$ cat src/hdl/prcs_pkg.sv
// Shared widths, register map, state type and defaults of the resistor count solver.
package prcs_pkg;

    localparam int SAMPLE_W   = 10;
    localparam int OFS_W      = 4;
    localparam int A_W        = SAMPLE_W + 1;
    localparam int REST_W     = SAMPLE_W;
    localparam int SCALE_W    = 24;
    localparam int DIVR_W     = 16;
    localparam int COEF_W     = 16;
    localparam int STEP_W     = 15;
    localparam int COUNT_W    = 4;

    localparam int DEN_W      = DIVR_W + A_W;
    localparam int NUM_W      = SCALE_W + REST_W + 1;
    localparam int CAND_W     = NUM_W + 2;
    localparam int N_W        = COEF_W + CAND_W + 1;
    localparam int DIV_W      = N_W - 1;
    localparam int DIV_CNT_W  = $clog2(DIV_W + 1);
    localparam int MA_W       = COEF_W + 1;
    localparam int MB_W       = N_W;
    localparam int PROD_W     = MA_W + MB_W;
    localparam int LIM_W      = STEP_W + 2;

    localparam int FULL_SCALE = 1023;

    localparam int MAX_TRIES_DEF   = 19;
    localparam int COUNT_LIMIT_DEF = 10;

    localparam int ADDR_W = 5;
    localparam int DATA_W = 32;

    localparam logic [SCALE_W-1:0] SCALE_RST  = SCALE_W'(1);
    localparam logic [DIVR_W-1:0]  DIVR_RST   = DIVR_W'(1);
    localparam logic [COEF_W-1:0]  COEF_RST   = '0;
    localparam logic [STEP_W-1:0]  STEP_RST   = STEP_W'(1);
    localparam logic [OFS_W-1:0]   OFS_RST    = OFS_W'(1);

    typedef logic [SAMPLE_W-1:0] t_sample;
    typedef logic [COUNT_W-1:0]  t_count;

    typedef enum logic [2:0] {
        REG_SCALE,
        REG_DIVISOR,
        REG_COEF1,
        REG_COEF2,
        REG_STEP1,
        REG_STEP2,
        REG_OFFSET
    } t_reg_idx;

    typedef enum logic [3:0] {
        S_IDLE,
        S_DEN,
        S_NUM,
        S_GSTART,
        S_GDIV,
        S_MUL1,
        S_MUL2,
        S_EVAL,
        S_KDIV,
        S_KMUL,
        S_KCHK,
        S_NEXT,
        S_DONE
    } t_state;

endpackage

$ cat src/hdl/prcs_if.sv
// Valid/ready channel interfaces for the sample input and the count result.
interface prcs_in_if;
    import prcs_pkg::*;

    logic    valid;
    logic    ready;
    t_sample adc_sample;

    modport source (output valid, output adc_sample, input ready);
    modport sink   (input valid, input adc_sample, output ready);
endinterface

interface prcs_out_if;
    import prcs_pkg::*;

    logic   valid;
    logic   ready;
    t_count count_first;
    t_count count_second;

    modport source (output valid, output count_first, output count_second, input ready);
    modport sink   (input valid, input count_first, input count_second, output ready);
endinterface

$ cat src/hdl/prcs_div.sv
// Restoring divider, one quotient bit per cycle, shared by all divisions of the solver.
module prcs_div (
    input  logic                          i_clk,
    input  logic                          i_rst_n,
    input  logic                          i_start,
    input  logic [prcs_pkg::DIV_W-1:0]    i_dividend,
    input  logic [prcs_pkg::DEN_W-1:0]    i_divisor,
    output logic                          o_done,
    output logic [prcs_pkg::DIV_W-1:0]    o_quotient,
    output logic [prcs_pkg::DEN_W-1:0]    o_remainder
);
    import prcs_pkg::*;

    logic                 r_busy;
    logic                 r_done;
    logic [DIV_CNT_W-1:0] r_cnt;
    logic [DIV_W-1:0]     r_quo;
    logic [DEN_W-1:0]     r_rem;
    logic [DEN_W-1:0]     r_dvs;

    logic [DEN_W:0]       trial;
    logic                 fits;
    logic [DEN_W:0]       diff;

    assign trial = {r_rem, r_quo[DIV_W-1]};
    assign fits  = trial >= {1'b0, r_dvs};
    assign diff  = trial - {1'b0, r_dvs};

    always_ff @(posedge i_clk) begin
        if (!i_rst_n) begin
            r_busy <= 1'b0;
            r_done <= 1'b0;
        end else begin
            r_done <= 1'b0;
            if (i_start) begin
                r_busy <= 1'b1;
            end else if (r_busy && r_cnt == DIV_CNT_W'(1)) begin
                r_busy <= 1'b0;
                r_done <= 1'b1;
            end
        end
    end

    always_ff @(posedge i_clk) begin
        if (i_start) begin
            r_quo <= i_dividend;
            r_rem <= '0;
            r_dvs <= i_divisor;
            r_cnt <= DIV_CNT_W'(DIV_W);
        end else if (r_busy) begin
            // shift in the next dividend bit, subtract where it fits
            r_rem <= fits ? diff[DEN_W-1:0] : trial[DEN_W-1:0];
            r_quo <= {r_quo[DIV_W-2:0], fits};
            r_cnt <= r_cnt - DIV_CNT_W'(1);
        end
    end

    assign o_done      = r_done;
    assign o_quotient  = r_quo;
    assign o_remainder = r_rem;

endmodule

$ cat src/hdl/parallel_resistor_count_solver.sv
// Top level: config registers, shared multiplier, candidate sequencer and result register.
//
//  channel  | dir | handshake       | word
//  ---------+-----+-----------------+------------------------------------
//  i_in     | in  | valid / ready   | adc_sample[9:0]
//  o_out    | out | valid / ready   | count_first[3:0], count_second[3:0]
//  apb      | in  | psel/penable    | paddr[4:2] register, pwdata, prdata
//
//  One sample at a time; ready is high only while the sequencer is idle.
//  The rounded quotient comes first, then up to MAX_TRIES candidates are tried;
//  the quotient and each candidate lift use the 53-step shared divider. The
//  result register holds a word until taken, and a new sample is accepted
//  meanwhile. Reset is synchronous; it clears the sequencer, the result valid
//  and loads the register defaults.
module parallel_resistor_count_solver #(
    parameter int MAX_TRIES   = prcs_pkg::MAX_TRIES_DEF,
    parameter int COUNT_LIMIT = prcs_pkg::COUNT_LIMIT_DEF
) (
    input  logic                          i_clk,
    input  logic                          i_rst_n,
    prcs_in_if.sink                       i_in,
    prcs_out_if.source                    o_out,
    input  logic                          psel,
    input  logic                          penable,
    input  logic                          pwrite,
    input  logic [prcs_pkg::ADDR_W-1:0]   paddr,
    input  logic [prcs_pkg::DATA_W-1:0]   pwdata,
    output logic [prcs_pkg::DATA_W-1:0]   prdata,
    output logic                          pready
);
    import prcs_pkg::*;

    localparam int TRY_W = $clog2(MAX_TRIES + 1);

    // configuration registers
    logic [SCALE_W-1:0]        r_scale;
    logic [DIVR_W-1:0]         r_divisor;
    logic signed [COEF_W-1:0]  r_coef1;
    logic signed [COEF_W-1:0]  r_coef2;
    logic [STEP_W-1:0]         r_step1;
    logic [STEP_W-1:0]         r_step2;
    logic [OFS_W-1:0]          r_offset;

    // sequencer and datapath
    t_state                    r_state;
    t_state                    n_state;
    logic [A_W-1:0]            r_a;
    logic [REST_W-1:0]         r_rest;
    logic [DEN_W-1:0]          r_den;
    logic signed [PROD_W-1:0]  r_prod;
    logic signed [CAND_W-1:0]  r_cand;
    logic [TRY_W-1:0]          r_try;
    logic signed [N_W-1:0]     r_n1;
    logic signed [N_W-1:0]     r_n2;
    logic                      r_swap;
    logic [DIV_W-1:0]          r_k;
    logic [STEP_W-1:0]         r_negc;
    logic signed [LIM_W-1:0]   r_lim;
    t_count                    r_res1;
    t_count                    r_res2;

    logic                      r_out_valid;
    t_count                    r_out_first;
    t_count                    r_out_second;

    // shared multiplier
    logic signed [MA_W-1:0]    mul_a;
    logic signed [MB_W-1:0]    mul_b;
    logic signed [PROD_W-1:0]  mul_p;

    // divider hookup
    logic                      div_start;
    logic [DIV_W-1:0]          div_dividend;
    logic [DEN_W-1:0]          div_divisor;
    logic                      div_done;
    logic [DIV_W-1:0]          div_quo;
    logic [DEN_W-1:0]          div_rem;

    // sequencer helpers
    logic                      in_fire;
    logic                      out_free;
    logic [A_W-1:0]            a_in;
    logic [NUM_W-1:0]          g_num;
    logic                      n1_neg;
    logic                      n2_neg;
    logic                      e_swap;
    logic signed [N_W-1:0]     e_neg;
    logic signed [N_W-1:0]     e_pos;
    logic [STEP_W-1:0]         e_ln;
    logic                      e_shift;
    logic                      e_reject;
    logic signed [N_W:0]       e_sum;
    logic                      e_pass;
    logic [STEP_W-1:0]         k_lp;
    logic [STEP_W-1:0]         k_ln;
    logic signed [N_W-1:0]     k_pos;
    logic [STEP_W-1:0]         k_negc;
    logic signed [PROD_W-1:0]  k_left;
    logic                      k_pass;
    logic signed [CAND_W-1:0]  try_ext;
    logic                      cfg_wr;
    t_reg_idx                  cfg_idx;

    assign cfg_wr  = psel && penable && pwrite;
    assign cfg_idx = t_reg_idx'(paddr[ADDR_W-1:2]);
    assign pready  = 1'b1;

    always_ff @(posedge i_clk) begin
        if (!i_rst_n) begin
            r_scale   <= SCALE_RST;
            r_divisor <= DIVR_RST;
            r_coef1   <= COEF_RST;
            r_coef2   <= COEF_RST;
            r_step1   <= STEP_RST;
            r_step2   <= STEP_RST;
            r_offset  <= OFS_RST;
        end else if (cfg_wr) begin
            case (cfg_idx)
                REG_SCALE:   r_scale   <= pwdata[SCALE_W-1:0];
                REG_DIVISOR: r_divisor <= pwdata[DIVR_W-1:0];
                REG_COEF1:   r_coef1   <= pwdata[COEF_W-1:0];
                REG_COEF2:   r_coef2   <= pwdata[COEF_W-1:0];
                REG_STEP1:   r_step1   <= pwdata[STEP_W-1:0];
                REG_STEP2:   r_step2   <= pwdata[STEP_W-1:0];
                REG_OFFSET:  r_offset  <= pwdata[OFS_W-1:0];
                default: ;
            endcase
        end
    end

    always_comb begin
        case (cfg_idx)
            REG_SCALE:   prdata = DATA_W'(r_scale);
            REG_DIVISOR: prdata = DATA_W'(r_divisor);
            REG_COEF1:   prdata = DATA_W'($unsigned(r_coef1));
            REG_COEF2:   prdata = DATA_W'($unsigned(r_coef2));
            REG_STEP1:   prdata = DATA_W'(r_step1);
            REG_STEP2:   prdata = DATA_W'(r_step2);
            REG_OFFSET:  prdata = DATA_W'(r_offset);
            default:     prdata = '0;
        endcase
    end

    assign in_fire  = i_in.valid && i_in.ready;
    assign out_free = !r_out_valid || o_out.ready;
    assign a_in     = A_W'(i_in.adc_sample) + A_W'(r_offset);
    assign g_num    = NUM_W'(r_prod[NUM_W-1:0]) + NUM_W'(r_den >> 1);

    // candidate evaluation: which count is negative and must be lifted
    assign n1_neg   = r_n1[N_W-1];
    assign n2_neg   = r_n2[N_W-1];
    assign e_swap   = !n1_neg && n2_neg;
    assign e_neg    = e_swap ? r_n2 : r_n1;
    assign e_pos    = e_swap ? r_n1 : r_n2;
    assign e_ln     = e_swap ? r_step2 : r_step1;
    assign e_shift  = n1_neg || n2_neg;
    assign e_reject = (e_ln == '0) || e_pos[N_W-1];
    assign e_sum    = (N_W+1)'(r_n1) + (N_W+1)'(r_n2);
    assign e_pass   = e_sum < (N_W+1)'(COUNT_LIMIT);

    assign k_lp     = r_swap ? r_step1 : r_step2;
    assign k_ln     = r_swap ? r_step2 : r_step1;
    assign k_pos    = r_swap ? r_n1 : r_n2;
    assign k_negc   = k_ln - STEP_W'(1) - div_rem[STEP_W-1:0];
    assign k_left   = PROD_W'(k_pos) - r_prod;
    assign k_pass   = !k_left[PROD_W-1] && (k_left < PROD_W'(r_lim));

    assign try_ext  = CAND_W'(r_try);

    always_comb begin
        case (r_state)
            S_DEN: begin
                mul_a = MA_W'(r_divisor);
                mul_b = MB_W'(r_a);
            end
            S_NUM: begin
                mul_a = MA_W'(r_rest);
                mul_b = MB_W'(r_scale);
            end
            S_MUL1: begin
                mul_a = MA_W'(r_coef1);
                mul_b = MB_W'(r_cand);
            end
            S_MUL2: begin
                mul_a = MA_W'(r_coef2);
                mul_b = MB_W'(r_cand);
            end
            S_KMUL: begin
                mul_a = MA_W'(k_lp);
                mul_b = MB_W'(r_k);
            end
            default: begin
                mul_a = '0;
                mul_b = '0;
            end
        endcase
    end

    assign mul_p = mul_a * mul_b;

    always_comb begin
        n_state      = r_state;
        div_start    = 1'b0;
        div_dividend = DIV_W'(g_num);
        div_divisor  = r_den;
        case (r_state)
            S_IDLE:   if (in_fire) n_state = S_DEN;
            S_DEN:    n_state = S_NUM;
            S_NUM:    n_state = S_GSTART;
            S_GSTART: begin
                if (r_den == '0) begin
                    n_state = S_IDLE;
                end else begin
                    div_start = 1'b1;
                    n_state   = S_GDIV;
                end
            end
            S_GDIV:   if (div_done) n_state = S_MUL1;
            S_MUL1:   n_state = S_MUL2;
            S_MUL2:   n_state = S_EVAL;
            S_EVAL: begin
                // lift the negative count by ceil(need / step): divide need-1
                div_dividend = ~e_neg[DIV_W-1:0];
                div_divisor  = DEN_W'(e_ln);
                if (e_shift) begin
                    if (e_reject) begin
                        n_state = S_NEXT;
                    end else begin
                        div_start = 1'b1;
                        n_state   = S_KDIV;
                    end
                end else begin
                    n_state = e_pass ? S_DONE : S_NEXT;
                end
            end
            S_KDIV:   if (div_done) n_state = S_KMUL;
            S_KMUL:   n_state = S_KCHK;
            S_KCHK:   n_state = k_pass ? S_DONE : S_NEXT;
            S_NEXT:   n_state = (r_try == TRY_W'(MAX_TRIES)) ? S_IDLE : S_MUL1;
            S_DONE:   if (out_free) n_state = S_IDLE;
            default:  n_state = S_IDLE;
        endcase
    end

    always_ff @(posedge i_clk) begin
        if (!i_rst_n) begin
            r_state <= S_IDLE;
        end else begin
            r_state <= n_state;
        end
    end

    always_ff @(posedge i_clk) begin
        case (r_state)
            S_IDLE: begin
                r_a    <= a_in;
                r_rest <= (a_in > A_W'(FULL_SCALE)) ? '0
                                                    : REST_W'(A_W'(FULL_SCALE) - a_in);
            end
            S_DEN:  r_den  <= mul_p[DEN_W-1:0];
            S_NUM:  r_prod <= mul_p;
            S_GDIV: begin
                r_cand <= CAND_W'(div_quo[NUM_W-1:0]);
                r_try  <= TRY_W'(1);
            end
            S_MUL1: r_n1 <= mul_p[N_W-1:0];
            S_MUL2: r_n2 <= mul_p[N_W-1:0];
            S_EVAL: begin
                r_swap <= e_swap;
                r_res1 <= r_n1[COUNT_W-1:0];
                r_res2 <= r_n2[COUNT_W-1:0];
            end
            S_KDIV: r_k <= div_quo + DIV_W'(1);
            S_KMUL: begin
                r_prod <= mul_p;
                r_negc <= k_negc;
                r_lim  <= LIM_W'(COUNT_LIMIT) - LIM_W'(k_negc);
            end
            S_KCHK: begin
                r_res1 <= r_swap ? k_left[COUNT_W-1:0] : r_negc[COUNT_W-1:0];
                r_res2 <= r_swap ? r_negc[COUNT_W-1:0] : k_left[COUNT_W-1:0];
            end
            S_NEXT: begin
                // walk outward: +1, -2, +3, -4, ...
                r_cand <= r_try[0] ? r_cand + try_ext : r_cand - try_ext;
                r_try  <= r_try + TRY_W'(1);
            end
            default: ;
        endcase
    end

    always_ff @(posedge i_clk) begin
        if (!i_rst_n) begin
            r_out_valid <= 1'b0;
        end else if (r_state == S_DONE && out_free) begin
            r_out_valid <= 1'b1;
        end else if (o_out.ready) begin
            r_out_valid <= 1'b0;
        end
    end

    always_ff @(posedge i_clk) begin
        if (r_state == S_DONE && out_free) begin
            r_out_first  <= r_res1;
            r_out_second <= r_res2;
        end
    end

    prcs_div u_div (
        .i_clk       (i_clk),
        .i_rst_n     (i_rst_n),
        .i_start     (div_start),
        .i_dividend  (div_dividend),
        .i_divisor   (div_divisor),
        .o_done      (div_done),
        .o_quotient  (div_quo),
        .o_remainder (div_rem)
    );

    assign i_in.ready         = (r_state == S_IDLE);
    assign o_out.valid        = r_out_valid;
    assign o_out.count_first  = r_out_first;
    assign o_out.count_second = r_out_second;

endmodule
$ cat src/flat_wrapper.sv
// flat-port wrapper written by rule: the top's interface ports become plain ports
module parallel_resistor_count_solver_flat import prcs_pkg::*;
#(
    parameter int MAX_TRIES   = prcs_pkg::MAX_TRIES_DEF,
    parameter int COUNT_LIMIT = prcs_pkg::COUNT_LIMIT_DEF
)
  (i_clk, i_rst_n, psel, penable, pwrite, paddr, pwdata, prdata, pready, i_in_valid, i_in_adc_sample, i_in_ready, o_out_valid, o_out_count_first, o_out_count_second, o_out_ready);
  prcs_in_if i_in_i ();
  prcs_out_if o_out_i ();
  input  logic i_clk;
  input  logic i_rst_n;
  input  logic psel;
  input  logic penable;
  input  logic pwrite;
  input  logic [prcs_pkg::ADDR_W-1:0] paddr;
  input  logic [prcs_pkg::DATA_W-1:0] pwdata;
  output logic [prcs_pkg::DATA_W-1:0] prdata;
  output logic pready;
  input wire logic [$bits(i_in_i.valid)-1:0] i_in_valid;
  input wire logic [$bits(i_in_i.adc_sample)-1:0] i_in_adc_sample;
  output wire logic [$bits(i_in_i.ready)-1:0] i_in_ready;
  output wire logic [$bits(o_out_i.valid)-1:0] o_out_valid;
  output wire logic [$bits(o_out_i.count_first)-1:0] o_out_count_first;
  output wire logic [$bits(o_out_i.count_second)-1:0] o_out_count_second;
  input wire logic [$bits(o_out_i.ready)-1:0] o_out_ready;
  assign i_in_i.valid = i_in_valid;
  assign i_in_i.adc_sample = i_in_adc_sample;
  assign i_in_ready = i_in_i.ready;
  assign o_out_valid = o_out_i.valid;
  assign o_out_count_first = o_out_i.count_first;
  assign o_out_count_second = o_out_i.count_second;
  assign o_out_i.ready = o_out_ready;
  parallel_resistor_count_solver #(.MAX_TRIES(MAX_TRIES), .COUNT_LIMIT(COUNT_LIMIT)) u_core (.i_clk(i_clk), .i_rst_n(i_rst_n), .i_in(i_in_i), .o_out(o_out_i), .psel(psel), .penable(penable), .pwrite(pwrite), .paddr(paddr), .pwdata(pwdata), .prdata(prdata), .pready(pready));
endmodule
$ cat config.mk
export PLATFORM = sky130hd
export DESIGN_NAME = parallel_resistor_count_solver_flat
export DESIGN_NICKNAME = d
export VERILOG_FILES = /design/src/hdl/prcs_pkg.sv /design/src/hdl/prcs_if.sv /design/src/hdl/prcs_div.sv /design/src/hdl/parallel_resistor_count_solver.sv /design/src/flat_wrapper.sv
export SDC_FILE = /design/constraint.sdc
export NUM_CORES = 2
export LEC_CHECK = 0
export BUFFER_PORTS_ARGS = -buffer_cell sky130_fd_sc_hd__buf_2
export CAP_MARGIN = 20
export CORE_MARGIN = 2
export CORE_UTILIZATION = 60
export CTS_CLUSTER_DIAMETER = 40
export CTS_CLUSTER_SIZE = 14
export DETAILED_ROUTE_END_ITERATION = 7
export PLACE_DENSITY = 0.84
export SLEW_MARGIN = 25
export SYNTH_ARGS = -nofsm -noshare
export SYNTH_HDL_FRONTEND = slang
export SYNTH_HIERARCHICAL = 1
export SYNTH_SLANG_ARGS = --single-unit
$ cat constraint.sdc
create_clock -name i_clk -period 10.05 [get_ports i_clk]
set_input_delay 1.005 -clock i_clk [delete_from_list [all_inputs] [get_ports i_clk]]
set_output_delay 1.005 -clock i_clk [all_outputs]
set_load 0.01 [all_outputs]
==> run_summary.xml <==
<?xml version="1.0" encoding="UTF-8"?>
<metrics>
  <group name="detailed_routing">
    <metric name="avgViaCountPerCell" unit="">6.27</metric>
    <metric name="routed_wirelength" unit="um">215000</metric>
    <metric name="detailedRoute.firstPassIterationCount" unit="">6</metric>
    <metric name="route.vias.total" unit="">59101</metric>
    <metric name="wire_per_inst" unit="um">22.8</metric>
    <metric name="drt_drc_violations_left" unit="">0</metric>
    <metric name="antenna_left" unit="">0</metric>
    <metric name="initialDrtViolationCount" unit="">6323</metric>
  </group>
  <group name="worst_setup_path">
    <metric name="crit_path_category" unit="">reg -&gt; reg</metric>
    <metric name="critical_path_buf_inv_count" unit="">7</metric>
    <metric name="origin_of_the_critical_flop_to_flop_path" unit="">u_core/r_state[3]$_SDFFE_PN0P_</metric>
    <metric name="startpoint_type" unit="">register</metric>
    <metric name="worstPathMaxFanout" unit="">17</metric>
    <metric name="rrSetupSlack" unit="ns">0.27</metric>
    <metric name="cpMaxStageDelayCell" unit="">sky130_fd_sc_hd__and4_1</metric>
    <metric name="critical_path.max_stage_delay" unit="ns">0.89</metric>
    <metric name="worst_r2r_endpoint" unit="">u_core/r_prod[68]$_DFFE_PP_</metric>
    <metric name="worst_r2r_path_depth" unit="">31</metric>
    <metric name="crit_path_end_kind" unit="">register</metric>
    <metric name="crit_top_cell" unit="">sky130_fd_sc_hd__fa_1</metric>
    <metric name="critPathTopFamily" unit="">adder cells</metric>
    <metric name="required_time_at_the_endpoint_of_the_critical_path" unit="ns">10.45</metric>
    <metric name="arrival" unit="ns">10.18</metric>
  </group>
  <group name="clock_tree">
    <metric name="root_buffer" unit="">sky130_fd_sc_hd__clkbuf_16</metric>
    <metric name="cts_inserted_buffers" unit="">77</metric>
    <metric name="hold_buffers" unit="">0</metric>
    <metric name="cts.path.max_buffers" unit="">3</metric>
    <metric name="clkLatencyLatePin" unit="ns">0.67</metric>
    <metric name="cts_h_tree_lvls" unit="">3</metric>
    <metric name="postCtsSetupRepairBufs" unit="">0</metric>
    <metric name="cts_repair_resize_count" unit="">0</metric>
    <metric name="clk_pin_slew" unit="ns">0.06</metric>
    <metric name="tritoncts" unit="">yes</metric>
    <metric name="tritoncts_num_sinks" unit="">584</metric>
  </group>
  <group name="timing">
    <metric name="report.final.hold_viol_count" unit="">0</metric>
    <metric name="setup_total_negative_slack" unit="ns">0</metric>
    <metric name="post-route-min-period" unit="ns">9.78</metric>
    <metric name="grt_setup_unrepaired" unit="">false</metric>
    <metric name="maxClockFrequency" unit="MHz">102</metric>
    <metric name="worst_slew_pin_slew" unit="ns">1.20</metric>
    <metric name="min_period_over_period" unit="%">97.3</metric>
    <metric name="hold-worst-slack" unit="ns">0.406</metric>
    <metric name="slew_headroom" unit="%">19.4</metric>
    <metric name="fin_skew" unit="ns">0.0541</metric>
    <metric name="timing.final.max_slew_violations" unit="">0</metric>
    <metric name="count_of_endpoints_failing_setup_in_the_final_report" unit="">0</metric>
  </group>
  <group name="floorplan">
    <metric name="dieHeight" unit="um">346</metric>
    <metric name="ios" unit="">97</metric>
    <metric name="dieArea" unit="um2">120000</metric>
    <metric name="fp.coreArea" unit="um2">116000</metric>
    <metric name="core.rowCount" unit="">125</metric>
    <metric name="die_x" unit="um">346</metric>
    <metric name="floorplan.initialDensity" unit="%">60.5</metric>
  </group>
  <group name="synthesis">
    <metric name="synth_warnings" unit="">6</metric>
    <metric name="netlist_instances" unit="">7868</metric>
    <metric name="synth_largest_area_cell" unit="">sky130_fd_sc_hd__fa_1</metric>
    <metric name="synth_enable_flop_cells" unit="">438</metric>
    <metric name="syn-cell-area" unit="um2">70300</metric>
    <metric name="ys_seq_elements" unit="">584</metric>
    <metric name="synthDominantCellAreaShare" unit="%">24.4</metric>
    <metric name="sequential_element_share_of_the_synthesized_area" unit="%">22.9</metric>
    <metric name="synth-main-ff-cell" unit="">sky130_fd_sc_hd__edfxtp_1</metric>
    <metric name="netlist-cell-type-count" unit="">104</metric>
    <metric name="ys_async_sr_fraction" unit="%">0</metric>
    <metric name="avgSynthCellArea" unit="um2">8.93</metric>
    <metric name="top_cells_by_area_synth" unit="">sky130_fd_sc_hd__fa_1, sky130_fd_sc_hd__edfxtp_1, sky130_fd_sc_hd__ha_1</metric>
  </group>
  <group name="hold_path">
    <metric name="min_from" unit="">u_core/r_res1[1]$_DFFE_PP_</metric>
    <metric name="min_delay_path_depth" unit="">0</metric>
    <metric name="holdPathEnd" unit="">u_core/o_out.count_first[1]$_DFFE_PP_</metric>
    <metric name="path_type_of_the_worst_min_delay_path" unit="">reg -&gt; reg</metric>
  </group>
  <group name="global_route">
    <metric name="wire_length_of_the_first_global_routing_pass" unit="um">334000</metric>
    <metric name="grt_pass1_vias" unit="">59570</metric>
    <metric name="antenna_found_initial" unit="">7</metric>
    <metric name="globalRouteMet3Util" unit="%">7.98</metric>
    <metric name="use_met1" unit="%">43.7</metric>
    <metric name="pin_count_of_the_biggest_net_entering_global_routing" unit="">105</metric>
    <metric name="grtUsageMet2" unit="%">57.1</metric>
    <metric name="globalRouteOverflowTotal" unit="">0</metric>
    <metric name="grt_most_used_layer" unit="">met2</metric>
    <metric name="grt_usage" unit="%">35.9</metric>
  </group>
  <group name="final_layout">
    <metric name="multi_input_area" unit="um2">48700</metric>
    <metric name="layout.cells.most_common" unit="">sky130_fd_sc_hd__inv_1</metric>
    <metric name="finalNetCount" unit="">9218</metric>
    <metric name="post_route_cells_drive_above_1_share" unit="%">7.73</metric>
    <metric name="layout_common_cells" unit="">sky130_fd_sc_hd__inv_1, sky130_fd_sc_hd__nand2_1, sky130_fd_sc_hd__fa_1</metric>
    <metric name="seqCellArea" unit="um2">16100</metric>
    <metric name="synthToLayoutAreaGrowth" unit="%">7.34</metric>
    <metric name="fillerInstances" unit="">9173</metric>
    <metric name="fin_cells" unit="">9427</metric>
  </group>
  <group name="power">
    <metric name="power_density" unit="nW/um2">101</metric>
    <metric name="power_switching_share" unit="%">33.0</metric>
    <metric name="ir_drop" unit="uV">144</metric>
    <metric name="clock_power_share" unit="%">38.3</metric>
    <metric name="seq_power_share" unit="%">38.0</metric>
    <metric name="power" unit="W">0.00760</metric>
    <metric name="internal-power" unit="W">0.00509</metric>
    <metric name="combinationalPowerShare" unit="%">23.7</metric>
    <metric name="total_switching_power" unit="W">0.00251</metric>
    <metric name="p_leak" unit="nW">34.2</metric>
  </group>
  <group name="placement">
    <metric name="post-dp-hpwl" unit="um">169000</metric>
    <metric name="placed_cells_incl_taps" unit="">9281</metric>
    <metric name="routabilityCongestion" unit="">1.03</metric>
    <metric name="place.port_buffers" unit="">77</metric>
  </group>
  <group name="run">
    <metric name="cap_violations" unit="">0</metric>
  </group>
  <group name="run_status">
    <metric name="result_of_the_run" unit="">finished, final reports clean</metric>
  </group>
</metrics>
[cells by family (layout without fill, tap and decap cells)]
| family | count (synthesis) | after routing | synth area share, % |
|---|---|---|---|
| compound gates | 1378 | 1378 | 12.7 |
| xor+xnor | 332 | 332 | 4.14 |
| fa+ha+maj | 1328 | 1328 | 32.8 |
| buf+inv | 1518 | 1544 | 8.21 |
| flops | 584 | 584 | 22.9 |
| mux | 237 | 237 | 3.70 |
| other cells | 2 | 11 | 0.0107 |
| simple gates | 2489 | 2489 | 15.6 |
[sequential cells by signal, summed over array words and instances, names as in the netlist, 15 cells and up]
name                      count
u_core/r_n2                  54
u_core/r_coef2               16
u_core/r_n1                  54
u_core/r_lim                 15
u_core/u_div/o_quotient      53
u_core/u_div/o_remainder     27
u_core/r_divisor             16
u_core/u_div/r_dvs           27
u_core/r_step1               15
u_core/r_scale               24
u_core/r_den                 27
u_core/r_cand                37
u_core/r_step2               15
u_core/r_k                   53
u_core/r_coef1               16
u_core/r_prod                71
[final cells by class]
| type | count | area share (%) |
|---|---|---|
| diodes | 2 | 0.00663 |
| clock buffers | 85 | 2.59 |
| clock inverters | 59 | 1.00 |
| inverters | 1172 | 5.84 |
| multi-input cells | 5773 | 64.6 |
| flip-flops and latches | 584 | 21.3 |
| well taps | 1524 | 2.53 |
| repair buffers | 228 | 2.17 |
[power groups by stage]
stage	registers [W]	clock network (W)	logic, W
5_1_grt	0.00289	0.00302	0.00195
3_5_place_dp	0.00293	0	0.00174
3_3_place_gp	0.00292	0	0.00169
4_1_cts	0.00288	0.00292	0.00176
2_1_floorplan	0.00288	0	0.00130
6_report	0.00288	0.00291	0.00180
[cells in the mapped netlist, drive strengths merged, types with 10 or more instances]
cell	instances
inv	1170
nand2	1160
fa	858
nor2	669
ha	470
a21oi	469
edfxtp	438
clkbuf	306
o21ai	267
xnor2	225
a21o	152
dfxtp	146
mux2	140
nand3	108
xor2	107
mux2i	93
nand4	87
nor3	83
nor2b	68
and2	64
nand2b	60
o21a	60
a211oi	56
and3	47
a22oi	43
o21bai	42
buf	40
a31oi	29
and4	29
or3	29
a311oi	28
o211ai	25
nor4	24
or2	21
a2111oi	17
a22o	17
o31ai	17
a211o	16
a221oi	16
o22ai	15
a221o	13
o31a	11
o221ai	10
[worst reg2reg max path: cells and delay by family, from the launching register on]
kind / cells / cell delay (ns)
AOI/OAI and AO/OA: 11 / 2.98
xor gates and xnor gates: 1 / 0.08
adders and majority gates: 7 / 3.42
buffers and inverters: 7 / 0.78
DFF: 1 / 0.34
and+or+nand+nor: 5 / 1.91
[layer usage]
metal  up-vias  wire, um
met4         0     18300
met5         -         0
met3      1025     22300
met2      3505     98100
met1     28666     76300
li1      25905         -
[stage by stage]
| stage | util [%] | instance area, um2 | setup WS (ns) |
|---|---|---|---|
| 2_1_floorplan | - | 70300 | 0.281 |
| 3_3_place_gp | 62.6 | 72700 | 0.709 |
| 3_5_place_dp | 62.6 | 72700 | 0.522 |
| 4_1_cts | 64.9 | 75400 | 0.469 |
| 5_1_grt | 64.9 | 75400 | 0.0841 |
| 6_report | 64.9 | 75400 | 0.270 |
[how the worst max path moves through the flow]
| stage | end | start | slack, ns | cells past startpoint |
|---|---|---|---|---|
| after global placement | u_core/r_prod[68]$_DFFE_PP_ | u_core/r_state[3]$_SDFFE_PN0P_ | 0.71 | 31 |
| after CTS | u_core/r_prod[68]$_DFFE_PP_ | u_core/r_state[3]$_SDFFE_PN0P_ | 0.47 | 31 |
| after detailed placement | u_core/r_prod[68]$_DFFE_PP_ | u_core/r_state[3]$_SDFFE_PN0P_ | 0.52 | 31 |
| after global routing | u_core/r_prod[70]$_DFFE_PP_ | u_core/r_state[3]$_SDFFE_PN0P_ | 0.08 | 30 |
| after floorplan | u_core/r_prod[62]$_DFFE_PP_ | u_core/r_state[2]$_SDFFE_PN0P_ | 0.28 | 30 |
| final | u_core/r_prod[68]$_DFFE_PP_ | u_core/r_state[3]$_SDFFE_PN0P_ | 0.27 | 31 |
(Power assumes the default switching activity.)
